## src/hdl/sphere_frustum_cull_assert.svh

```systemverilog
// Assertion macros for the sphere_frustum_cull RTL; sfc_queue includes them.
// Used by files that include this header; expects clk and rst_n in scope.
`ifndef SPHERE_FRUSTUM_CULL_ASSERT_SVH
`define SPHERE_FRUSTUM_CULL_ASSERT_SVH
`ifndef NO_ASSERTIONS
// property holds on every clock outside reset
`define SFC_ASSERT(lbl, prop, msg) \
  lbl: assert property (@(posedge clk) disable iff (!rst_n) prop) else $error(msg);
// pre this cycle implies post in the next
`define SFC_ASSERT_NEXT(lbl, pre, post, msg) \
  lbl: assert property (@(posedge clk) disable iff (!rst_n) (pre) |=> (post)) else $error(msg);
`else
`define SFC_ASSERT(lbl, prop, msg)
`define SFC_ASSERT_NEXT(lbl, pre, post, msg)
`endif
`endif

```

## src/hdl/sfc_pkg.sv

```systemverilog
// Package for the sphere frustum culler: widths, item types, helper functions.
// No dependencies; used by every other file in hdl except sfc_out_if and the assertion header.
package sfc_pkg;

  localparam int PLANE_CNT = 6;
  localparam int LANE_W    = 16;
  localparam int VEC_W     = 48;
  localparam int PLANE_W   = 64;
  localparam int ADDR_W    = 6;
  localparam int ADDR_LSB  = 3;
  localparam int IDX_W     = 3;
  localparam int MUL_W     = 32;
  localparam int SQ_W      = 31;
  localparam int G_W       = 33;
  localparam int LEN_W     = 32;
  localparam int ROOT_W    = 16;
  localparam int REM_W     = 18;
  localparam int SQ_STEPS  = 16;
  localparam int RAD_W     = 32;
  localparam int PROD_W    = 49;
  localparam int BIAS_W    = 48;
  localparam int SUM_W     = 53;
  localparam int Q_DEPTH   = 4;
  localparam int Q_PTR_W   = 2;
  localparam int Q_CNT_W   = 3;
  localparam int T_SHIFT   = 8;   // translation Q8.8 -> Q.16
  localparam int R_SHIFT   = 14;  // radius Q.16 -> Q.30
  localparam int D_SHIFT   = 22;  // plane distance Q8.8 -> Q.30
  localparam int D_LANE    = 3;

  typedef logic [PLANE_CNT-1:0][PLANE_W-1:0] plane_arr_t;

  // world centre and scaled radius handed from front to back
  typedef struct packed {
    logic signed [G_W-1:0] gx;
    logic signed [G_W-1:0] gy;
    logic signed [G_W-1:0] gz;
    logic [RAD_W-1:0]      rad;
  } sfc_item_t;

  typedef struct packed {
    logic [REM_W-1:0]  rem;
    logic [ROOT_W-1:0] root;
  } sq_state_t;

  // signed 16-bit lane k of a packed word
  function automatic logic signed [LANE_W-1:0] lane16(input logic [PLANE_W-1:0] v,
                                                      input int unsigned k);
    return $signed(v[LANE_W*k +: LANE_W]);
  endfunction

  // one digit of the restoring integer square root
  function automatic sq_state_t sqrt_step(input sq_state_t s, input logic [1:0] pair);
    logic [REM_W+1:0] acc;
    logic [REM_W+1:0] trial;
    sq_state_t        o;
    acc   = {s.rem, pair};
    trial = {{(REM_W - ROOT_W){1'b0}}, s.root, 2'b01};
    if (acc >= trial) begin
      o.rem  = REM_W'(acc - trial);
      o.root = {s.root[ROOT_W-2:0], 1'b1};
    end else begin
      o.rem  = acc[REM_W-1:0];
      o.root = {s.root[ROOT_W-2:0], 1'b0};
    end
    return o;
  endfunction

endpackage

```

## src/hdl/sfc_regs.sv

```systemverilog
// APB-style register file holding the six frustum planes.
// Depends on sfc_pkg.
module sfc_regs import sfc_pkg::*; (
  input  logic               clk,
  input  logic               rst_n,
  input  logic               psel,
  input  logic               penable,
  input  logic               pwrite,
  input  logic [ADDR_W-1:0]  paddr,
  input  logic [PLANE_W-1:0] pwdata,
  output logic [PLANE_W-1:0] prdata,
  output logic               pready,
  output plane_arr_t         planes
);

  plane_arr_t       planes_r;
  logic [IDX_W-1:0] idx;
  logic             idx_ok;

  assign idx    = paddr[ADDR_W-1:ADDR_LSB];
  assign idx_ok = idx < IDX_W'(PLANE_CNT);
  assign pready = 1'b1;
  assign planes = planes_r;

  // register write on the access phase
  always_ff @(posedge clk) begin
    if (!rst_n) begin
      planes_r <= '0;
    end else if (psel && penable && pwrite && idx_ok) begin
      planes_r[idx] <= pwdata;
    end
  end

  // read mux, unknown slots read zero
  always_comb begin
    prdata = '0;
    if (idx_ok) prdata = planes_r[idx];
  end

endmodule

```

## config.mk

```make
export PLATFORM = sky130hd
export DESIGN_NAME = sfc_regs
export DESIGN_NICKNAME = d
export VERILOG_FILES = /design/src/hdl/sphere_frustum_cull_assert.svh /design/src/hdl/sfc_pkg.sv /design/src/hdl/sfc_regs.sv
export SDC_FILE = /design/constraint.sdc
export NUM_CORES = 1
export LEC_CHECK = 0
export BUFFER_PORTS_ARGS = -buffer_cell sky130_fd_sc_hd__buf_2
export CORE_UTILIZATION = 30
export CTS_CLUSTER_DIAMETER = 100
export DETAILED_ROUTE_END_ITERATION = 10
export PLACE_DENSITY_LB_ADDON = 0.08
export SLEW_MARGIN = 20
export SYNTH_ARGS = -nofsm -noshare
export SYNTH_HDL_FRONTEND = slang
export SYNTH_SLANG_ARGS = --single-unit
```

## constraint.sdc

```tcl
create_clock -name clk -period 2.2 [get_ports clk]
set_input_delay 0.33 -clock clk [delete_from_list [all_inputs] [get_ports clk]]
set_output_delay 0.33 -clock clk [all_outputs]
set_load 0.02 [all_outputs]
```

Word-level counts from Yosys, hierarchy flattened. Index checks and enable logic that the tools add are counted.

Input port bits: 75. Register bits: 384.

Mux-type cells: 6. $lt $le $gt $ge: 3. Reduce and logical (&&, ||, !) cells: 4.

Operators by type and width (count): bitwise mux 384 bit (1); binary-select mux 64 bit (select 3 bit) (1); demux 64 bit (select 3 bit) (1); two-way mux 64 bit (3); logical AND 1 bit (4); less-than comparator 3 x 4 -> 1 bit, second input constant (1); greater-or-equal comparator 3 x 1 -> 1 bit, second input constant (1); less-than comparator 3 bit, second input constant (1).

Longest topological paths before layout. Gate-level depths: netlist of the first run.

Depth after elaboration: 5. Gate-level depth with buffers: 6. Depth with buffers taken out: 3.

Least setup slack after synthesis of the first run. OpenSTA, ideal clock, no wires.

Kind: input port to output port. Start point: input paddr[3]. End point: output prdata[23]. Required time: 1.870 ns. Arrival time: 1.714 ns. Path slack: 0.156 ns. Path buffers: 3. Stages: 6. Cell sequence: buf_2 buf_2 nor2_1 clkbuf_1 a22oi_1 o21ai_0.

Cells in the longest elaborated chain, start to end: 3. Elaborated cells between the ends (all ways): 4.

RTL lines: start, declared (RTL line sfc_regs.sv:9) `input logic [ADDR_W-1:0] paddr,`; binary-select mux 64 bit (select 3 bit) (RTL line sfc_regs.sv:37) `if (idx_ok) prdata = planes_r[idx];`; two-way mux 64 bit (implied by the code) (RTL line sfc_regs.sv:37); two-way mux 64 bit (*) (RTL line sfc_regs.sv:37); end, declared (RTL line sfc_regs.sv:11) `output logic [PLANE_W-1:0] prdata,`.

Every way passes the cells marked *; elsewhere a longest branch is shown, timed or not. The select of a mux whose other input is x is not followed.

Worst setup path after layout of the first run.
Start point: input paddr[5]. End point: output prdata[17].

The elaborated chain is that of the path after synthesis.

==> flow_summary.yaml, run 1 <==
placement:
  numPortBuffers: 519
  gp_congestion: 0.8183
  dp_hpwl_mm: 48.85
  post_dp_cell_area_um2: 21060
  numPlacedInstances: 2921
logic_synthesis:
  synth.area.top_cells: "dfxtp_1 (45%), mux2i_1 (25%), nand2_1 (9.9%)"
  synth_common_cells: "nand2_1 (448), mux2i_1 (418), dfxtp_1 (384)"
  synth_compound_area_share_pct: 7.516
  synth.area.mux_share_pct: 31.20
  synth_top_family_by_area: "multiplexers"
  synth_top_area_share_pct: 45.45
  synth.avg_cell_area_um2: 9.937
  synth-seq-cells: 384
  synth-async-reset-ratio_pct: 0
  yosysWarnings: 0
  seq_area_frac_synth_pct: 45.45
  synth_cell_types: 32
  synthesis.nets: 1777
  synth_edf_count: 0
  yosysMostFrequentCell: "nand2_1"
  synth_simple_gate_area_share_pct: 10.93
  synth_top_flop_cell: "dfxtp_1"
  synthesis.instances: 1702
  yosys.area_share.adder_pct: 0
  yosysTopAreaCell: "dfxtp_1"
  yosys.area_share.xor_xnor_pct: 0
  synthesis.area_um2: 16910
drt:
  met2_length_mm: 33.00
  drt_iter0_markers: 715
  first_pass_iters: 8
  via_per_inst: 4.965
  wl_met3_mm: 5.446
  wl_mm: 69.83
  drt.antenna.violating_nets: 0
  top_layer: "met5"
  vias: 14900
  wl_per_cell_um: 23.28
  met1_length_mm: 29.84
  drc: 0
floorplanning:
  die_x_um: 239.4
  die_h_um: 239.4
  ios: 524
  rows: 86
  core_um2: 55420
  dieArea_um2: 57330
  initial_core_util_pct: 30.52
grt:
  grt_pass1_vias: 14790
  grt_max_degree: 51
  grt_overflow: 0
  antenna_found_initial: 5
  grt_pass1_wl_mm: 100.2
  grtUsageTotal_pct: 23.57
critical_path:
  crit_path_max_incr_delay_ns: 0.35
  path_buf_inv: 3
  endpoint: "prdata[17]"
  slowest_stage: "mux2_2"
  r2r-start: "planes[135]"
  rr_endpoint: "planes[135]"
  worstSetupPathType: "input port to output pin"
  r2r_setup_slack_ns: 1.52
  cp.depth: 6
  worst_ep_arrival_time_ns: 1.79
  reg2regPathDepth: 2
  end_kind: "output pin"
  path_cells: "buf_6 > buf_12 > mux2_2 > a221oi_1 > a21oi_1 > buf_2"
  worstPathMaxFanout: 17
  cp-startpoint: "paddr[5]"
  cp_top_family: "buffers and inverters"
  start_kind: "input port"
  required_ns: 1.87
clock_tree:
  htreeDepth: 2
  clock_latency_ns: 0.57
  postCtsSetupBuffers: 0
  cts_root_buf: "clkbuf_16"
  numClockSinks: 384
  cts_tree: "built"
  cts_buffers: 45
  clk_pin_slew_ns: 0.05
  cts.path.max_buffers: 3
finish:
  utilization_pct: 40.64
  final_nets: 2295
  drive_gt1_share_pct: 35.33
  fin_area_um2: 22520
  area_growth_syn_to_layout_pct: 33.16
  fin_cells: 3000
  largest_reg_flops: 384
power:
  ir_drop_mv: 0.5284
  power.density_nw_per_um2: 695.5
  p_leak_nw: 9.950
run:
  maxCapViolCount: 0
status:
  status: "completed"
worst_hold_path:
  hp-class: "input port to register"
timing:
  hold_viol: 0
  hold_slack_ns: 0.1466
  rsz0062_at_grt: "false"
  setup_viol: 0
  fin_crit_sh_pct: 96.48
  max_freq_ghz: 0.4711
  setup_tns_ns: 0
  period_minus_slack_ns: 2.123
  finalMaxSlewViolations: 0
  skew_ns: 0
-- worst min path at each step --
stage	from	to	slack, ns	cells after the start
detailed placement	planes[243]	planes[243]	0.46	2
floorplan	planes[192]	planes[192]	0.54	2
global route	pwdata[34]	planes[290]	0.15	3
CTS	pwdata[22]	planes[22]	0.12	3
global placement	planes[147]	planes[147]	0.45	2
finish	pwdata[50]	planes[50]	0.15	3
-- metrics by stage --
step / worst slack (ns) / power [mW]
2_1_floorplan: 0.1559 / 7.803
3_3_place_gp: 0.05333 / 8.375
3_5_place_dp: 0.03283 / 8.385
4_1_cts: 0.03458 / 15.87
5_1_grt: 0.02059 / 16.21
6_report: 0.07740 / 15.66
-- layout by cell type (no fill, tap or decap), types with 3 or more instances in the layout --
| master | synthesis | layout |
|---|---|---|
| buf_2 | 21 | 515 |
| nand2_1 | 448 | 448 |
| mux2i_1 | 418 | 418 |
| dfxtp_1 | 384 | 384 |
| mux2_2 | 97 | 97 |
| buf_4 | 32 | 52 |
| clkbuf_16 | 0 | 47 |
| buf_12 | 0 | 45 |
| a22oi_1 | 36 | 36 |
| inv_1 | 25 | 25 |
| o32ai_1 | 25 | 25 |
| a221o_1 | 25 | 25 |
| o21ai_0 | 24 | 24 |
| a32oi_1 | 22 | 22 |
| a21oi_1 | 14 | 14 |
| a221oi_1 | 14 | 13 |
| clkbuf_8 | 0 | 12 |
| clkbuf_1 | 83 | 10 |
| nor2_4 | 3 | 5 |
| clkinv_2 | 0 | 5 |
| nand2b_1 | 4 | 3 |
-- logic make-up (layout without fill, tap and decap cells) --
logic type             after synthesis  count (layout)
AO/OA/AOI/OAI                      163             163
other                                1               3
AND/OR/NAND/NOR                    470             470
multiplexers                       515             515
buffers and inverters              169             717
flip-flops                         384             384
-- metal layers --
metal,vias to the layer above,GRT usage (%)
met5,-,0
met4,8,6.371
met3,88,6.627
met2,505,39.24
met1,7293,29.65
li1,7001,-
-- timing repair --
action                                 CTS  global route
endpoints found under the hold margin    0             0
setup endpoints to repair                0             1
resized for setup                        0             1
hold buffers                             0             0
-- worst register-to-register path, delay by kind of cell (launching register included) --
| family | cells | cell delay [ns] |
|---|---|---|
| simple gates | 1 | 0.08 |
| mux | 1 | 0.11 |
| flops | 1 | 0.42 |
-- power by group --
| part | leakage [nW] | switching [mW] | total, mW | internal [mW] |
|---|---|---|---|---|
| Clock | 0.716 | 3.03 | 7.43 | 4.40 |
| Sequential | 3.10 | 0.0417 | 7.05 | 7.01 |
| Combinational | 6.14 | 0.794 | 1.18 | 0.385 |
| Total | 9.95 | 3.87 | 15.7 | 11.8 |
-- area by class of cell --
cell class | instances | area (um^2)
clock buffer | 69 | 1379
fill | 5611 | 32900
multi-input combinational | 1149 | 8449
clock inverter | 8 | 71.32
antenna | 2 | 5.005
timing repair buffer | 614 | 3895
tap | 748 | 935.9
sequential | 384 | 7687
inverter | 26 | 97.59
(Power assumes the default switching activity.)
==> run 2: changes to the inputs <==
Settings changed: CORE_ASPECT_RATIO from default to 2.
Clock period 2.2 ns to 1.8 ns, I/O delays scaled along.
==> run 2 against run 1 <==
  * The run now ends with setup timing left
  * Flip-flop and latch count stayed put
  * Critical path type is now register to output pin
  * Register-to-register slack worse by 0.44 ns
  * Critical path depth is 2 lower
  * Sequential power is 22% higher
  * Cell area is 11% higher
==> flow_summary.yaml, run 2 (synthesized netlist as in run 1, its figures left out) <==
status:
  violations: "setup timing"
  status: "complete, but fails checks"
finish:
  area_growth_syn_to_layout_pct: 48.08
  final_nets: 2447
  fill_cells: 5581
  largest_reg_flops: 384
  utilization_pct: 45.07
  drive_gt1_share_pct: 49.92
  mostFrequentLayoutCells: "buf_2 (452), nand2_1 (448), mux2i_1 (412)"
  final_common_cell: "buf_2"
floorplanning:
  ios: 524
  rows: 122
  initial_core_util_pct: 30.44
  die_x_um: 169.9
  core_um2: 55560
  die_h_um: 337.8
  dieArea_um2: 57390
critical_path:
  crit_path_max_incr_delay_ns: 0.33
  path_buf_inv: 1
  worstPathMaxFanout: 3
  worstSetupPathType: "register to output pin"
  cp_top_family: "compound AO/OA/AOI/OAI gates"
  end_kind: "output pin"
  start_kind: "register"
  path_cells: "mux2_4 > a221oi_4 > a21oi_1 > buf_4"
  slowest_stage: "dfxtp_2"
  worst_ep_arrival_time_ns: 1.69
  required_ns: 1.53
power:
  power.density_nw_per_um2: 731.6
  ir_drop_mv: 0.7121
  p_leak_nw: 11.15
placement:
  gp_congestion: 0.8128
  dp_hpwl_mm: 52.61
  numPortBuffers: 519
grt:
  grt_busiest_layer: "met2"
  grtUsageTotal_pct: 25.16
  grt_pass1_vias: 16080
  met1_usage_pct: 27.58
  grt_overflow: 0
  use_met2_pct: 45.75
  grt_max_degree: 62
  antenna_found_initial: 4
  grt_pass1_wl_mm: 106.4
  grt_use_met3_pct: 5.978
clock_tree:
  htreeDepth: 2
  cts_tree: "built"
  clk_pin_slew_ns: 0.06
  cts_root_buf: "clkbuf_16"
  ctsHoldBuffers: 0
  cts.path.max_buffers: 3
  clock_latency_ns: 0.54
  numClockSinks: 384
  cts_buffers: 38
drt:
  via_per_inst: 4.938
  vias: 15530
  wl_per_cell_um: 23.53
  drt.antenna.violating_nets: 0
  wl_mm: 73.98
  first_pass_iters: 5
  drt_iter0_markers: 674
  drc: 0
timing:
  period_minus_slack_ns: 1.959
  hold_viol: 0
  post-route-worst-setup-slack_ns: -0.1592
  max_freq_ghz: 0.5104
  rsz0062_at_grt: "true"
  skew_ns: 0
  setup_viol: 53
  fin_crit_sh_pct: 108.8
  finalMaxSlewViolations: 0
  setup_tns_ns: -3.013
run:
  maxCapViolCount: 0
worst_hold_path:
  hp-class: "input port to register"
-- run 2: cell types whose count changed in the layout (fill, tap and decap cells not counted), moves of 36 or more --
| cell | delta |
|---|---|
| buf_4 | +156 |
| mux2_2 | -36 |
| dfxtp_2 | +168 |
| buf_6 | +38 |
| buf_2 | -63 |
| dfxtp_1 | -171 |
| mux2_4 | +36 |
-- run 2: final cells by class --
| cell class | count | area (um^2) | share of cell area [%] |
|---|---|---|---|
| sequential | 384 | 7909 | 31.58 |
| antenna | 2 | 5.005 | 0.01998 |
| clock inverter | 6 | 30.03 | 0.1199 |
| clock buffer | 60 | 1177 | 4.701 |
| timing repair buffer | 773 | 5789 | 23.12 |
| multi-input combinational | 1149 | 9105 | 36.36 |
| inverter | 26 | 97.59 | 0.3897 |
| tap | 744 | 930.9 | 3.717 |
-- run 2: metal layers --
metal | wire (um) | up-vias
li1 | - | 7309
met1 | 28550 | 7555
met2 | 37420 | 539
met3 | 4859 | 121
met4 | 3143 | 2
met5 | 9 | -
-- run 2: worst paths after layout --
kind	from	to	slack, ns	cells past startpoint
setup / recovery	planes[260]	prdata[4]	-0.16	4
hold / removal	rst_n	planes[277]	0.09	3
setup reg to reg	planes[147]	planes[147]	1.08	3
hold reg to reg	planes[257]	planes[257]	0.46	2
-- run 2: worst register-to-register path, stage by stage (launching register included) --
cell and delay [ns]:
dfxtp_4 0.34, buf_4 0.14, nand2_1 0.05, mux2i_1 0.06
-- run 2: per-stage QoR --
stage / setup WS [ns] / hold WS (ns) / cells / power, mW / cell area, um^2
floorplan: 0.001568 / 0.5140 / 1702 / 9.543 / 16940
global placement: -0.2275 / 0.4521 / 2976 / 10.36 / 21810
detailed placement: -0.2520 / 0.4586 / 2976 / 10.36 / 21810
CTS: -0.1988 / 0.05428 / 3122 / 18.52 / 24540
global route: -0.2219 / 0.08039 / 3144 / 18.95 / 25040
finish: -0.1592 / 0.08531 / 3144 / 18.32 / 25040
-- run 2: power breakdown --
group	switching [mW]	internal (mW)
logic	1.07	0.662
registers	0.0506	8.56
clock network	3.50	4.48
-- run 2: repair_timing --
action / CTS / global route
cloned: 2 / 0
gates resized for setup: 305 / 99
setup endpoints to repair: 63 / 64
setup buffers: 80 / 20
pin swaps: 48 / 37
