File: src/hdl/sphere_frustum_cull_assert.svh
// Assertion macros for the sphere_frustum_cull RTL; sfc_queue includes them.
// Used by files that include this header; expects clk and rst_n in scope.
`ifndef SPHERE_FRUSTUM_CULL_ASSERT_SVH
`define SPHERE_FRUSTUM_CULL_ASSERT_SVH
`ifndef NO_ASSERTIONS
// property holds on every clock outside reset
`define SFC_ASSERT(lbl, prop, msg) \
  lbl: assert property (@(posedge clk) disable iff (!rst_n) prop) else $error(msg);
// pre this cycle implies post in the next
`define SFC_ASSERT_NEXT(lbl, pre, post, msg) \
  lbl: assert property (@(posedge clk) disable iff (!rst_n) (pre) |=> (post)) else $error(msg);
`else
`define SFC_ASSERT(lbl, prop, msg)
`define SFC_ASSERT_NEXT(lbl, pre, post, msg)
`endif
`endif

File: src/hdl/sfc_pkg.sv
// Package for the sphere frustum culler: widths, item types, helper functions.
// No dependencies; used by every other file in hdl except sfc_out_if and the assertion header.
package sfc_pkg;

  localparam int PLANE_CNT = 6;
  localparam int LANE_W    = 16;
  localparam int VEC_W     = 48;
  localparam int PLANE_W   = 64;
  localparam int ADDR_W    = 6;
  localparam int ADDR_LSB  = 3;
  localparam int IDX_W     = 3;
  localparam int MUL_W     = 32;
  localparam int SQ_W      = 31;
  localparam int G_W       = 33;
  localparam int LEN_W     = 32;
  localparam int ROOT_W    = 16;
  localparam int REM_W     = 18;
  localparam int SQ_STEPS  = 16;
  localparam int RAD_W     = 32;
  localparam int PROD_W    = 49;
  localparam int BIAS_W    = 48;
  localparam int SUM_W     = 53;
  localparam int Q_DEPTH   = 4;
  localparam int Q_PTR_W   = 2;
  localparam int Q_CNT_W   = 3;
  localparam int T_SHIFT   = 8;   // translation Q8.8 -> Q.16
  localparam int R_SHIFT   = 14;  // radius Q.16 -> Q.30
  localparam int D_SHIFT   = 22;  // plane distance Q8.8 -> Q.30
  localparam int D_LANE    = 3;

  typedef logic [PLANE_CNT-1:0][PLANE_W-1:0] plane_arr_t;

  // world centre and scaled radius handed from front to back
  typedef struct packed {
    logic signed [G_W-1:0] gx;
    logic signed [G_W-1:0] gy;
    logic signed [G_W-1:0] gz;
    logic [RAD_W-1:0]      rad;
  } sfc_item_t;

  typedef struct packed {
    logic [REM_W-1:0]  rem;
    logic [ROOT_W-1:0] root;
  } sq_state_t;

  // signed 16-bit lane k of a packed word
  function automatic logic signed [LANE_W-1:0] lane16(input logic [PLANE_W-1:0] v,
                                                      input int unsigned k);
    return $signed(v[LANE_W*k +: LANE_W]);
  endfunction

  // one digit of the restoring integer square root
  function automatic sq_state_t sqrt_step(input sq_state_t s, input logic [1:0] pair);
    logic [REM_W+1:0] acc;
    logic [REM_W+1:0] trial;
    sq_state_t        o;
    acc   = {s.rem, pair};
    trial = {{(REM_W - ROOT_W){1'b0}}, s.root, 2'b01};
    if (acc >= trial) begin
      o.rem  = REM_W'(acc - trial);
      o.root = {s.root[ROOT_W-2:0], 1'b1};
    end else begin
      o.rem  = acc[REM_W-1:0];
      o.root = {s.root[ROOT_W-2:0], 1'b0};
    end
    return o;
  endfunction

endpackage

File: src/hdl/sfc_queue.sv
// Short queue between front and back ends.
// Depends on sfc_pkg and the assertion header.
`include "sphere_frustum_cull_assert.svh"
module sfc_queue import sfc_pkg::*; (
  input  logic      clk,
  input  logic      rst_n,
  input  logic      push,
  input  sfc_item_t push_item,
  output logic      full,
  input  logic      pop,
  output logic      q_valid,
  output sfc_item_t q_item
);

  sfc_item_t          mem_r [Q_DEPTH];
  logic [Q_PTR_W-1:0] wr_r;
  logic [Q_PTR_W-1:0] rd_r;
  logic [Q_CNT_W-1:0] cnt_r;

  assign full    = cnt_r == Q_CNT_W'(Q_DEPTH);
  assign q_valid = cnt_r != '0;
  assign q_item  = mem_r[rd_r];

  // pointers and fill count
  always_ff @(posedge clk) begin
    if (!rst_n) begin
      wr_r  <= '0;
      rd_r  <= '0;
      cnt_r <= '0;
    end else begin
      if (push) wr_r <= wr_r + 1'b1;
      if (pop)  rd_r <= rd_r + 1'b1;
      if (push && !pop)      cnt_r <= cnt_r + 1'b1;
      else if (pop && !push) cnt_r <= cnt_r - 1'b1;
    end
  end

  always_ff @(posedge clk) begin
    if (push) mem_r[wr_r] <= push_item;
  end

  `SFC_ASSERT(a_q_bound, cnt_r <= Q_CNT_W'(Q_DEPTH), "queue count above depth")
  `SFC_ASSERT(a_q_no_ovf, push |-> !full, "push into full queue")
  `SFC_ASSERT(a_q_no_unf, pop |-> q_valid, "pop from empty queue")
  `SFC_ASSERT_NEXT(a_q_fill, push && !pop, cnt_r == $past(cnt_r) + 1'b1, "count missed push")

endmodule

File: config.mk
export PLATFORM = sky130hd
export DESIGN_NAME = sfc_queue
export DESIGN_NICKNAME = d
export VERILOG_FILES = /design/src/hdl/sfc_pkg.sv /design/src/hdl/sfc_queue.sv
export VERILOG_INCLUDE_DIRS = /design/src /design/src/hdl
export SDC_FILE = /design/constraint.sdc
export NUM_CORES = 1
export LEC_CHECK = 0
export BUFFER_PORTS_ARGS = -buffer_cell sky130_fd_sc_hd__clkbuf_2
export CAP_MARGIN = 20
export CORE_MARGIN = 8
export CORE_UTILIZATION = 30
export DETAILED_ROUTE_END_ITERATION = 8
export GPL_ROUTABILITY_DRIVEN = 0
export GPL_TIMING_DRIVEN = 0
export PLACE_DENSITY = 0.48
export SYNTH_ARGS = -nofsm -noshare
export SYNTH_HDL_FRONTEND = slang
export SYNTH_SLANG_ARGS = --single-unit
File: constraint.sdc
create_clock -name clk -period 5.4 [get_ports clk]
set_clock_uncertainty 0.05 [all_clocks]
set_input_delay 0.27 -clock clk [delete_from_list [all_inputs] [get_ports clk]]
set_output_delay 0.27 -clock clk [all_outputs]
set_load 0.005 [all_outputs]
## Word-level counts from Yosys, hierarchy flattened

Memory sizes are Yosys's and may differ from the RTL's. A register that Yosys moved wholly into a read port is not among the register bits.
Index checks and enable logic that the tools add are counted.

- Bits in registers: 7
- RAM bits: 524
- Input port bits: 135
- Output and inout bits: 133
- Memories kept: 1

- Add/subtract/negate cells: 4
- Eq/ne operators: 1
- Multiplexer cells: 6
- Reduce and logical (&&, ||, !) cells: 6

Memory list:

| name | words | width | read ports | clocked after memory_dff | wr ports | line | RTL |
|---|---|---|---|---|---|---|---|
| mem_r | 4 | 131 | 1 | 1 | 1 | sfc_queue.sv:15 | `sfc_item_t mem_r [Q_DEPTH];` |

Operators by type and width:

| operator | count |
|---|---|
| $mux 3 | 2 |
| $add 2x1->2 const B | 2 |
| $mux 2 | 2 |
| $add 3x1->3 const B | 1 |
| $eq 3x3->1 const B | 1 |
| $reduce_bool 3->1 | 1 |
| $sub 3x1->3 const B | 1 |
| $logic_and 1x1->1 | 2 |
| $logic_not 1->1 | 2 |
| $mux 1 | 2 |
| $reduce_bool 2->1 | 1 |

## Longest topological paths before layout

Gate-level depths: netlist of the first run.

- Word-level depth: 4
- Depth in mapped cells: 7
- Gate-level depth less buffers: 7

## Least setup slack after synthesis of the first run

Ideal clock, no wire load.

- Path kind: flip-flop to flip-flop
- Start: register wr_r[0]
- End: memory mem_r[0][0] in the netlist's numbering, enable pin
- Setup time: 505 ps
- Arrival: 3,546 ps
- Data required time: 4,845 ps
- Path slack: 1,299 ps
- Cell stages (with the launch flop): 4
- Period minus slack after synthesis: 4,101 ps
- Cell sequence: dfxtp_1 > inv_1 > ha_1 > and2_1

RTL lines:

| element | line | RTL |
|---|---|---|
| from (decl) | sfc_queue.sv:16 | `logic [Q_PTR_W-1:0] wr_r;` |
| from (signal assigned) | sfc_queue.sv:31 | `if (push) wr_r <= wr_r + 1'b1;` |
| to (decl) | sfc_queue.sv:15 |  |

No word-level cell before the write port.

==> results.tsv, run 1 <==
stage	metric	value	unit
pwr	peakVddDrop	257	µV
clock_tree	clockRootBuffer	clkbuf_16	
yosys	syn_inst	728	
worst_hold_path	worstHoldPathCells	2	
routing	avgRoutedWirePerCell	20.3	µm
yosys	synth_area	19400	µm²
sta	rsz0062_at_grt	false	
floorplanning	start_util	30.2	%
clock_tree	cts_sinks	533	
sta	worst_slew_pin_slew	0.861	ns
clock_tree	path_clk_slew	0.06	ns
clock_tree	clk_path_buf_depth	3	
routing	post-route-drc-count	0	
pwr	power	9.77	mW
setup_path	startpoint_type	register	
sta	layout_min_cycle_time	2.86	ns
setup_path	arrival	2.54	ns
routing	wl_met1	18000	µm
yosys	yosysSeqAreaShare	82.2	%
sta	relSlewSlack	42.6	%
setup_path	cp_max_fo	10	
clock_tree	cts_buffers	58	
floorplanning	ioPinCount	268	
setup_path	crit_path_end_kind	output port	
finish	final_cell_mix	edfxtp_1, clkbuf_2, dlygate4sd3_1	
worst_hold_path	hold_class	input pin to register	
floorplanning	core_area	64100	µm²
pwr	leakage	8.63	nW
setup_path	crit_top_cell	buf_2	
yosys	ys_types	21	
setup_path	reg2reg_from	wr_r[0]	
global_routing	grt_pass1_vias	10500	
finish	nNetsFinal	1338	
placed_design	port_buffers	267	
floorplanning	core.rowCount	93	
setup_path	critPathTopFamily	buffers and inverters	
yosys	synth_nets	869	
global_routing	antenna_found_initial	1	
yosys	ys_warn_count	0	
run_status	status	complete, no violations	
setup_path	r2r-end	mem_r[2][103]	
routing	drt_wl_total	42600	µm
clock_tree	cts_resized	0	
clock_tree	post_cts_buffers	0	
floorplanning	fp.dieH	270	µm
setup_path	worst_path_largest_cell_delay	0.41	ns
pwr	p_per_area	386	nW/µm²
setup_path	path_class	register to output port	
finish	syn_to_final_growth	30.7	%
finish	final_core_util	39.5	%
setup_path	rrSetupSlack	3.30	ns
routing	route.met3.wl	2560	µm
sta	finalHoldViolations	0	
routing	wl_met2	21000	µm
clock_tree	cts_hold_buf	134	
sta	period_share	52.9	%
setup_path	r2r_cells	4	
placed_design	hpwlAfterDp	26300	µm
routing	viasPerCell	4.40	
sta	max_freq	350	MHz
finish	layout_commonest_cell	edfxtp_1	
routing	vias	9240	
routing	drt-initial-drc-count	547	
clock_tree	tritoncts	built	
worst_hold_path	holdCritStartpoint	push_item[19]	
routing	final_antenna_net_count	0	
worst_hold_path	hold_path_end	mem_r[3][19]	
global_routing	track_usage	11.6	%
setup_path	worstPathRequired	5.08	ns
global_routing	grt_max_degree	53	
routing	firstDrtPassIters	4	
clock_tree	clk_latency	0.59	ns
floorplanning	die-area	72900	µm²
global_routing	grt_pass1_wl	65200	µm
yosys	syn_avg_cell_area	26.6	µm²
global_routing	grt-ovfl-total	0	
sta	slew_viol_final	0	
job	drv_cap	0	
setup_path	crit_buf_inv	4	
setup_path	crit_slowest_cell	buf_2	
setup_path	cp_cell_sequence	clkbuf_1 -> buf_2 -> buf_2 -> mux4_2 -> clkbuf_2	
finish	layout-drive-gt1-share	42.0	%
sta	setup_viol	0	
routing	top_layer	met4	
floorplanning	die_x	270	µm
clock_tree	h-tree-depth	2	
yosys	synth_seq_cells	533	
## metrics by stage
| stage | setup WS, ns | instances | hold WS (ns) | instance area [µm²] | TNS [ns] |
|---|---|---|---|---|---|
| after CTS | 2.34 | 2100 | 0.335 | 25300 | 0 |
| final | 2.54 | 2101 | 0.385 | 25300 | 0 |
| after global placement | -1.75 | 1850 | 0.436 | 21800 | -882.11 |
| after detailed placement | 3.01 | 1858 | 0.439 | 22000 | 0 |
| after floorplan | 1.30 | 728 | 0.319 | 19400 | 0 |
| after global routing | 2.27 | 2101 | 0.354 | 25300 | 0 |
## layer usage
metal | GRT usage [%] | up-vias
met4 | 3.34 | 0
met5 | 0 | -
met1 | 14.2 | 4839
met2 | 19.6 | 210
li1 | - | 4119
met3 | 3.52 | 72
## cell families (layout without fill, tap and decap cells)
family	Yosys count	in the layout	synth area share, %
DFF	533	533	82.2
muxes	133	133	15.3
buffers and inverters	34	551	1.22
and+or+nand+nor	15	15	0.478
adders and majority gates	6	6	0.427
xor gates and xnor gates	5	5	0.226
AOI/OAI and AO/OA	2	2	0.0646
other	0	1	0
## registers in the layout (all words and copies together) (netlist names), named ones only
signal / count
rd_r: 2
wr_r: 2
cnt_r: 3
mem_r: 524
## area by class of cell
cell class	instances	area, µm²
fillers	5771	38800
multi-input cells	161	3210
plain buffers	30	220
well taps	855	1070
clock inverters	33	369
diodes	1	2.50
inverters	4	15.0
flip-flops and latches	533	15900
repair buffers	409	2900
clock buffers	75	1600
## synthesized netlist by cell type, drive strengths merged
library cell	number	area share, %
o21ai	1	0.026
buf	26	1.1
mux2i	2	0.10
ha	5	0.32
nor2b	2	0.065
mux4	131	15
a21boi	1	0.039
xor2	3	0.14
or3	2	0.065
inv	4	0.078
dfxtp	9	0.93
nand2	1	0.019
edfxtp	524	81
nor3b	1	0.039
clkbuf	4	0.078
xnor2	2	0.091
fa	1	0.10
and2	9	0.29
## worst max-delay path by stage
| stage | start | end | cells past startpoint |
|---|---|---|---|
| after floorplan | wr_r[0] | mem_r[0][0] | 3 |
| after global placement | wr_r[0] | mem_r[2][101] | 3 |
| after detailed placement | register | q_item[82] | 5 |
| after CTS | register | q_item[82] | 5 |
| after global routing | register | q_item[82] | 5 |
| final | register | q_item[82] | 5 |
## worst reg2reg max path: stages, from the launching register on
cell	delay (ns)
dfxtp_1	0.34
inv_1	0.09
ha_1	0.14
and2_4	0.71
buf_16	0.35
## power by group
group	switching [mW]	total, mW	internal (mW)
combinational	0.476	0.950	0.473
clock	1.57	4.03	2.46
sequential	0.0397	4.79	4.75
total	2.08	9.77	7.69
(Power assumes the default switching activity.)
==> run 2, diff against run 1 <==
==> constraint.sdc (replaced) <==
create_clock -name clk -period 3 [get_ports clk]
set_clock_uncertainty 0.05 [all_clocks]
set_input_delay 0.15 -clock clk [delete_from_list [all_inputs] [get_ports clk]]
set_output_delay 0.15 -clock clk [all_outputs]
set_load 0.005 [all_outputs]
==> run 2 against run 1 <==
  * Worst setup slack worse by 2.2 ns
  * Clock power increased by 62%
  * Die area unchanged
  * Critical endpoint is now q_item[95]
  * Sequential share of layout area is 0.39 points higher
  * Wire length increased by 1.4%
  * Global-route usage up 0.12 points
  * Non-clock buffer count grew 3
  * Flip-flop and latch count is the same
  * Total power rose by 73%
  * Final cell count about the same
  * Clock-buffer cell count decreased by 1
  * Critical path depth did not move
==> results.tsv, run 2 (synthesis results as in run 1) <==
stage	metric	value	unit	change
floorplanning	ioPinCount	268		unchanged
sta	relSlewSlack	47.8	%	was 42.6%
finish	layout_commonest_cell	edfxtp_1		unchanged
routing	post-route-drc-count	0		unchanged
global_routing	grt-ovfl-total	0		unchanged
sta	fin_ws	0.313	ns	was 2.54 ns
placed_design	hpwlAfterDp	27200	µm	was 26300 µm
global_routing	grt_max_degree	49		was 53
floorplanning	die_x	270	µm	unchanged
setup_path	worstPathRequired	2.80	ns	was 5.08 ns
sta	worst_slew_pin_slew	0.784	ns	was 0.861 ns
clock_tree	path_clk_slew	0.06	ns	about the same
placed_design	dp_cells	1860		was 1858
sta	finalHoldViolations	0		unchanged
clock_tree	clk_latency	0.59	ns	about the same
clock_tree	tritoncts	built		unchanged
clock_tree	h-tree-depth	2		unchanged
finish	nNetsFinal	1339		was 1338
global_routing	antenna_found_initial	4		was 1
finish	top_regs	mem_r (524), cnt_r (3)		unchanged
sta	max_freq	372	MHz	
clock_tree	cts_sinks	533		unchanged
routing	firstDrtPassIters	4		unchanged
floorplanning	fp.dieH	270	µm	unchanged
worst_hold_path	hold_class	input pin to register		unchanged
global_routing	grt_pass1_vias	10400		was 10500
pwr	p_per_area	671	nW/µm²	was 386 nW/µm²
setup_path	crit_path_end_kind	output port		unchanged
finish	fin_cells	2102		was 2101
pwr	power	16.9	mW	was 9.77 mW
finish	largest_reg_flops	524		unchanged
finish	layout-drive-gt1-share	41.4	%	was 42.0%
floorplanning	die-area	72900	µm²	unchanged
setup_path	arrival	2.49	ns	was 2.54 ns
clock_tree	post_cts_buffers	0		unchanged
setup_path	cp_cell_sequence	clkbuf_1 -> clkbuf_4 -> buf_2 -> mux4_2 -> clkbuf_2		was clkbuf_1 -> buf_2 -> buf_2 -> mux4_2 -> clkbuf_2
setup_path	startpoint_type	register		unchanged
job	drv_cap	0		unchanged
sta	layout_min_cycle_time	2.69	ns	
floorplanning	start_util	30.2	%	unchanged
routing	drt_wl_total	43100	µm	was 42600 µm
setup_path	path_class	register to output port		unchanged
pwr	peakVddDrop	449	µV	was 257 µV
sta	setup_viol	0		unchanged
sta	slew_viol_final	0		unchanged
finish	syn_to_final_growth	29.9	%	was 30.7%
routing	vias	9208		was 9240
setup_path	crit_slowest_cell	clkbuf_4		was buf_2
finish	regMostFlops	mem_r		unchanged
routing	viasPerCell	4.38		was 4.40
routing	final_antenna_net_count	0		unchanged
clock_tree	cts_buffers	56		was 58
floorplanning	core_area	64100	µm²	unchanged
setup_path	cp_max_fo	10		unchanged
clock_tree	clk_path_buf_depth	3		unchanged
sta	period_share	89.6	%	
floorplanning	core.rowCount	93		unchanged
finish	fill_cells	5829		was 5771
routing	drt-initial-drc-count	512		was 547
sta	rsz0062_at_grt	false		unchanged
pwr	leakage	8.53	nW	was 8.63 nW
sta	fin_setup_tns	0	ns	unchanged
finish	final_cell_mix	edfxtp_1, clkbuf_2, dlygate4sd3_1		unchanged
global_routing	grt_pass1_wl	65200	µm	about the same
routing	avgRoutedWirePerCell	20.5	µm	was 20.3 µm
global_routing	track_usage	11.7	%	was 11.6%
placed_design	port_buffers	267		unchanged
placed_design	post-place-ws	0.722	ns	was 3.01 ns
worst_hold_path	holdCritStartpoint	push_item[12]		was push_item[19]
setup_path	reg2reg_from	wr_r[0]		unchanged
run_status	status	complete, no violations		unchanged
clock_tree	clockRootBuffer	clkbuf_16		unchanged
setup_path	worst_path_largest_cell_delay	0.39	ns	was 0.41 ns
run 2: final timing paths:
path / to / slack (ns) / cells after the start
hold / removal: mem_r[0][12] / 0.26 / 2
hold reg to reg: cnt_r[2] / 0.46 / 2
setup / recovery: q_item[95] / 0.31 / 5
setup reg to reg: mem_r[0][49] / 0.94 / 5
run 2: metal layers:
layer,vias up,track usage [%],share of wire (%)
li1,4098,-,-
met1,4845,14.2,41
met2,201,19.9,50
met3,62,3.97,7.0
met4,2,2.83,1.9
met5,-,0,0.030
run 2: worst max-delay path: cells and delay by family, from the launching register on:
family	cells	cell delay [ns]
buf+inv	4	1.23
flops	1	0.31
mux	1	0.35
run 2: area by class of cell:
class	count	area, µm²	share of cell area [%]
inverters	4	15.0	0.0597
well taps	855	1070	4.25
diodes	3	7.51	0.0299
repair buffers	412	2960	11.8
clock buffers	74	1510	6.01
multi-input cells	161	3210	12.8
clock inverters	30	229	0.911
plain buffers	30	223	0.886
flip-flops and latches	533	15900	63.3
run 2: per-stage QoR:
stage	util (%)	area (µm²)	hold WS [ns]
after floorplan	-	19400	0.199
after global placement	33.9	21800	0.316
after detailed placement	34.4	22000	0.322
after CTS	39.2	25100	0.198
after global routing	39.2	25100	0.227
final	39.2	25100	0.260
run 2: what timing repair did:
item / CTS / global route
hold buffers: 135 / 0
resized for setup: 0 / 1
endpoints found under the setup margin: 0 / 1
hold endpoints to repair: 533 / 0
run 2: power by group:
part	total [mW]	internal (mW)	switching [mW]
registers	8.63	8.56	0.0712
clock network	6.51	3.78	2.73
logic	1.73	0.868	0.865
==> run 3, diff against run 2 <==
--- a/config.mk
+++ b/config.mk
@@ -14,6 +14,7 @@
 export GPL_ROUTABILITY_DRIVEN = 0
 export GPL_TIMING_DRIVEN = 0
 export PLACE_DENSITY = 0.48
+export REMOVE_ABC_BUFFERS = 1
 export SYNTH_ARGS = -nofsm -noshare
 export SYNTH_HDL_FRONTEND = slang
 export SYNTH_SLANG_ARGS = --single-unit
==> run 3 against run 2 <==
  * Final cell count fell by 1.5%
  * Critical path type unchanged
  * Worst setup slack improved by 0.010 ns
  * Critical endpoint is now q_item[129]
  * Design area fell by 0.55%
  * Sequential share of layout area rose by 0.38 points
  * Critical path depth fell by 2
  * Largest cell class unchanged
  * Combinational power fell by 5%
  * Highest routed layer unchanged
==> results.tsv, run 3 (synthesis results as in run 1) <==
stage	metric	value	unit	change
global_routing	grt_pass1_wl	65200	µm	about the same
run_status	status	complete, no violations		unchanged
routing	drt_wl_total	42700	µm	was 43100 µm
sta	max_freq	374	MHz	was 372 MHz
sta	layout_min_cycle_time	2.68	ns	was 2.69 ns
clock_tree	clk_latency	0.59	ns	about the same
setup_path	path_class	register to output port		unchanged
sta	finalHoldViolations	0		unchanged
sta	period_share	89.2	%	was 89.6%
global_routing	grt_pass1_vias	10400		about the same
routing	post-route-drc-count	0		unchanged
routing	viasPerCell	4.42		was 4.38
pwr	power.switching	3.67	mW	was 3.66 mW
floorplanning	ioPinCount	268		unchanged
pwr	p_seq_share	51.6	%	was 51.1%
finish	layout_commonest_cell	edfxtp_1		unchanged
pwr	peakVddDrop	502	µV	was 449 µV
setup_path	cp_cell_sequence	buf_16 -> mux4_2 -> clkbuf_2		was clkbuf_1 -> clkbuf_4 -> buf_2 -> mux4_2 -> clkbuf_2
clock_tree	clk_path_buf_depth	3		unchanged
clock_tree	cts_hold_buf	135		unchanged
routing	vias	9143		was 9208
routing	drt-initial-drc-count	421		was 512
setup_path	startpoint_type	register		unchanged
placed_design	post-place-ws	0.595	ns	was 0.722 ns
global_routing	grt-ovfl-total	0		unchanged
finish	syn_to_final_growth	29.2	%	was 29.9%
setup_path	crit_path_end_kind	output port		unchanged
finish	regMostFlops	mem_r		unchanged
sta	fin_ws	0.323	ns	was 0.313 ns
floorplanning	fp.dieH	270	µm	unchanged
finish	top_regs	mem_r (524), cnt_r (3)		unchanged
job	drv_cap	0		unchanged
finish	largest_reg_flops	524		unchanged
pwr	leakage	8.41	nW	was 8.53 nW
finish	final_area	25000	µm²	was 25100 µm²
sta	setup_viol	0		unchanged
floorplanning	die_x	270	µm	unchanged
clock_tree	cts_buffers	58		was 56
floorplanning	die-area	72900	µm²	unchanged
floorplanning	core_area	64100	µm²	unchanged
setup_path	worstPathRequired	2.80	ns	about the same
clock_tree	path_clk_slew	0.06	ns	about the same
worst_hold_path	hold_class	input pin to register		unchanged
pwr	intPower	13.1	mW	was 13.2 mW
clock_tree	tritoncts	built		unchanged
setup_path	worst_path_largest_cell_delay	0.73	ns	was 0.39 ns
finish	nNetsFinal	1315		was 1339
routing	firstDrtPassIters	4		unchanged
sta	fin_setup_tns	0	ns	unchanged
finish	final_core_util	39.0	%	was 39.2%
finish	layout-drive-gt1-share	40.4	%	was 41.4%
floorplanning	start_util	30.2	%	unchanged
setup_path	crit_slowest_cell	dfxtp_4		was clkbuf_4
pwr	clockPowerShare	38.6	%	about the same
placed_design	port_buffers	267		unchanged
clock_tree	post_cts_buffers	0		unchanged
sta	rsz0062_at_grt	false		unchanged
setup_path	cp_max_fo	39		was 10
sta	worst_slew_pin_slew	0.775	ns	was 0.784 ns
clock_tree	cts_resized	0		unchanged
pwr	netSwitchingFraction	21.8	%	was 21.7%
sta	slew_viol_final	0		unchanged
sta	hold_ws	0.264	ns	was 0.260 ns
global_routing	track_usage	11.6	%	was 11.7%
global_routing	grt_max_degree	52		was 49
clock_tree	h-tree-depth	2		unchanged
global_routing	antenna_found_initial	3		was 4
placed_design	placed_area	21900	µm²	was 22000 µm²
setup_path	arrival	2.48	ns	was 2.49 ns
routing	avgRoutedWirePerCell	20.6	µm	was 20.5 µm
pwr	comb_power_share	9.8	%	was 10.3%
clock_tree	cts_sinks	533		unchanged
sta	relSlewSlack	48.3	%	was 47.8%
pwr	p_per_area	672	nW/µm²	was 671 nW/µm²
clock_tree	clockRootBuffer	clkbuf_16		unchanged
placed_design	hpwlAfterDp	25600	µm	was 27200 µm
finish	final_cell_mix	edfxtp_1, clkbuf_2, dlygate4sd3_1		unchanged
routing	final_antenna_net_count	0		unchanged
floorplanning	core.rowCount	93		unchanged
run 3: cell types whose count changed in the layout (fill, tap and decap cells not counted), moves of 2 or more:
cell	before	now
clkinv_2	9	6
clkbuf_8	2	0
buf_2	13	0
clkbuf_16	57	59
dfxtp_4	0	2
buf_6	10	0
clkbuf_1	19	15
dfxtp_1	9	7
buf_16	10	14
run 3: area by class of cell:
type	instances	area [µm²]
fillers	5789	39100
clock inverters	25	176
clock buffers	74	1530
inverters	4	15.0
diodes	2	5.00
well taps	855	1070
multi-input cells	161	3210
flip-flops and latches	533	15900
repair buffers	416	3070
run 3: per-layer routing:
| metal | up-vias | global-route usage, % | share of wire, % |
|---|---|---|---|
| met1 | 4809 | 14.3 | 42 |
| met4 | 2 | 3.02 | 2.1 |
| met2 | 207 | 19.6 | 49 |
| li1 | 4056 | - | - |
| met3 | 69 | 3.69 | 6.6 |
| met5 | - | 0 | 0.030 |
run 3: final timing paths:
check	start	to	slack, ns	depth (start not counted)
max reg2reg	wr_r[0]	mem_r[2][61]	0.70	5
min reg2reg	cnt_r[2]	cnt_r[2]	0.46	2
max	register	q_item[129]	0.32	3
min	push_item[96]	mem_r[0][96]	0.26	2
run 3: power groups by stage:
stage / clock network (mW) / logic (mW) / registers, mW
floorplan: 0 / 0.764 / 8.92
global placement: 0 / 1.54 / 9.07
detailed placement: 0 / 1.57 / 8.84
CTS: 6.76 / 1.72 / 8.69
global route: 7.03 / 1.80 / 8.71
finish: 6.49 / 1.65 / 8.68
run 3: stage by stage:
step,power [mW],cells
6_report,16.8,2070
5_1_grt,17.5,2069
4_1_cts,17.2,2068
3_5_place_dp,10.4,1834
3_3_place_gp,10.6,1820
2_1_floorplan,9.69,698
run 3: worst max-delay path, delay by kind of cell (launching register included):
kind / cells / cell delay, ns
DFF: 1 / 0.73
buffers and inverters: 2 / 0.52
muxes: 1 / 0.59
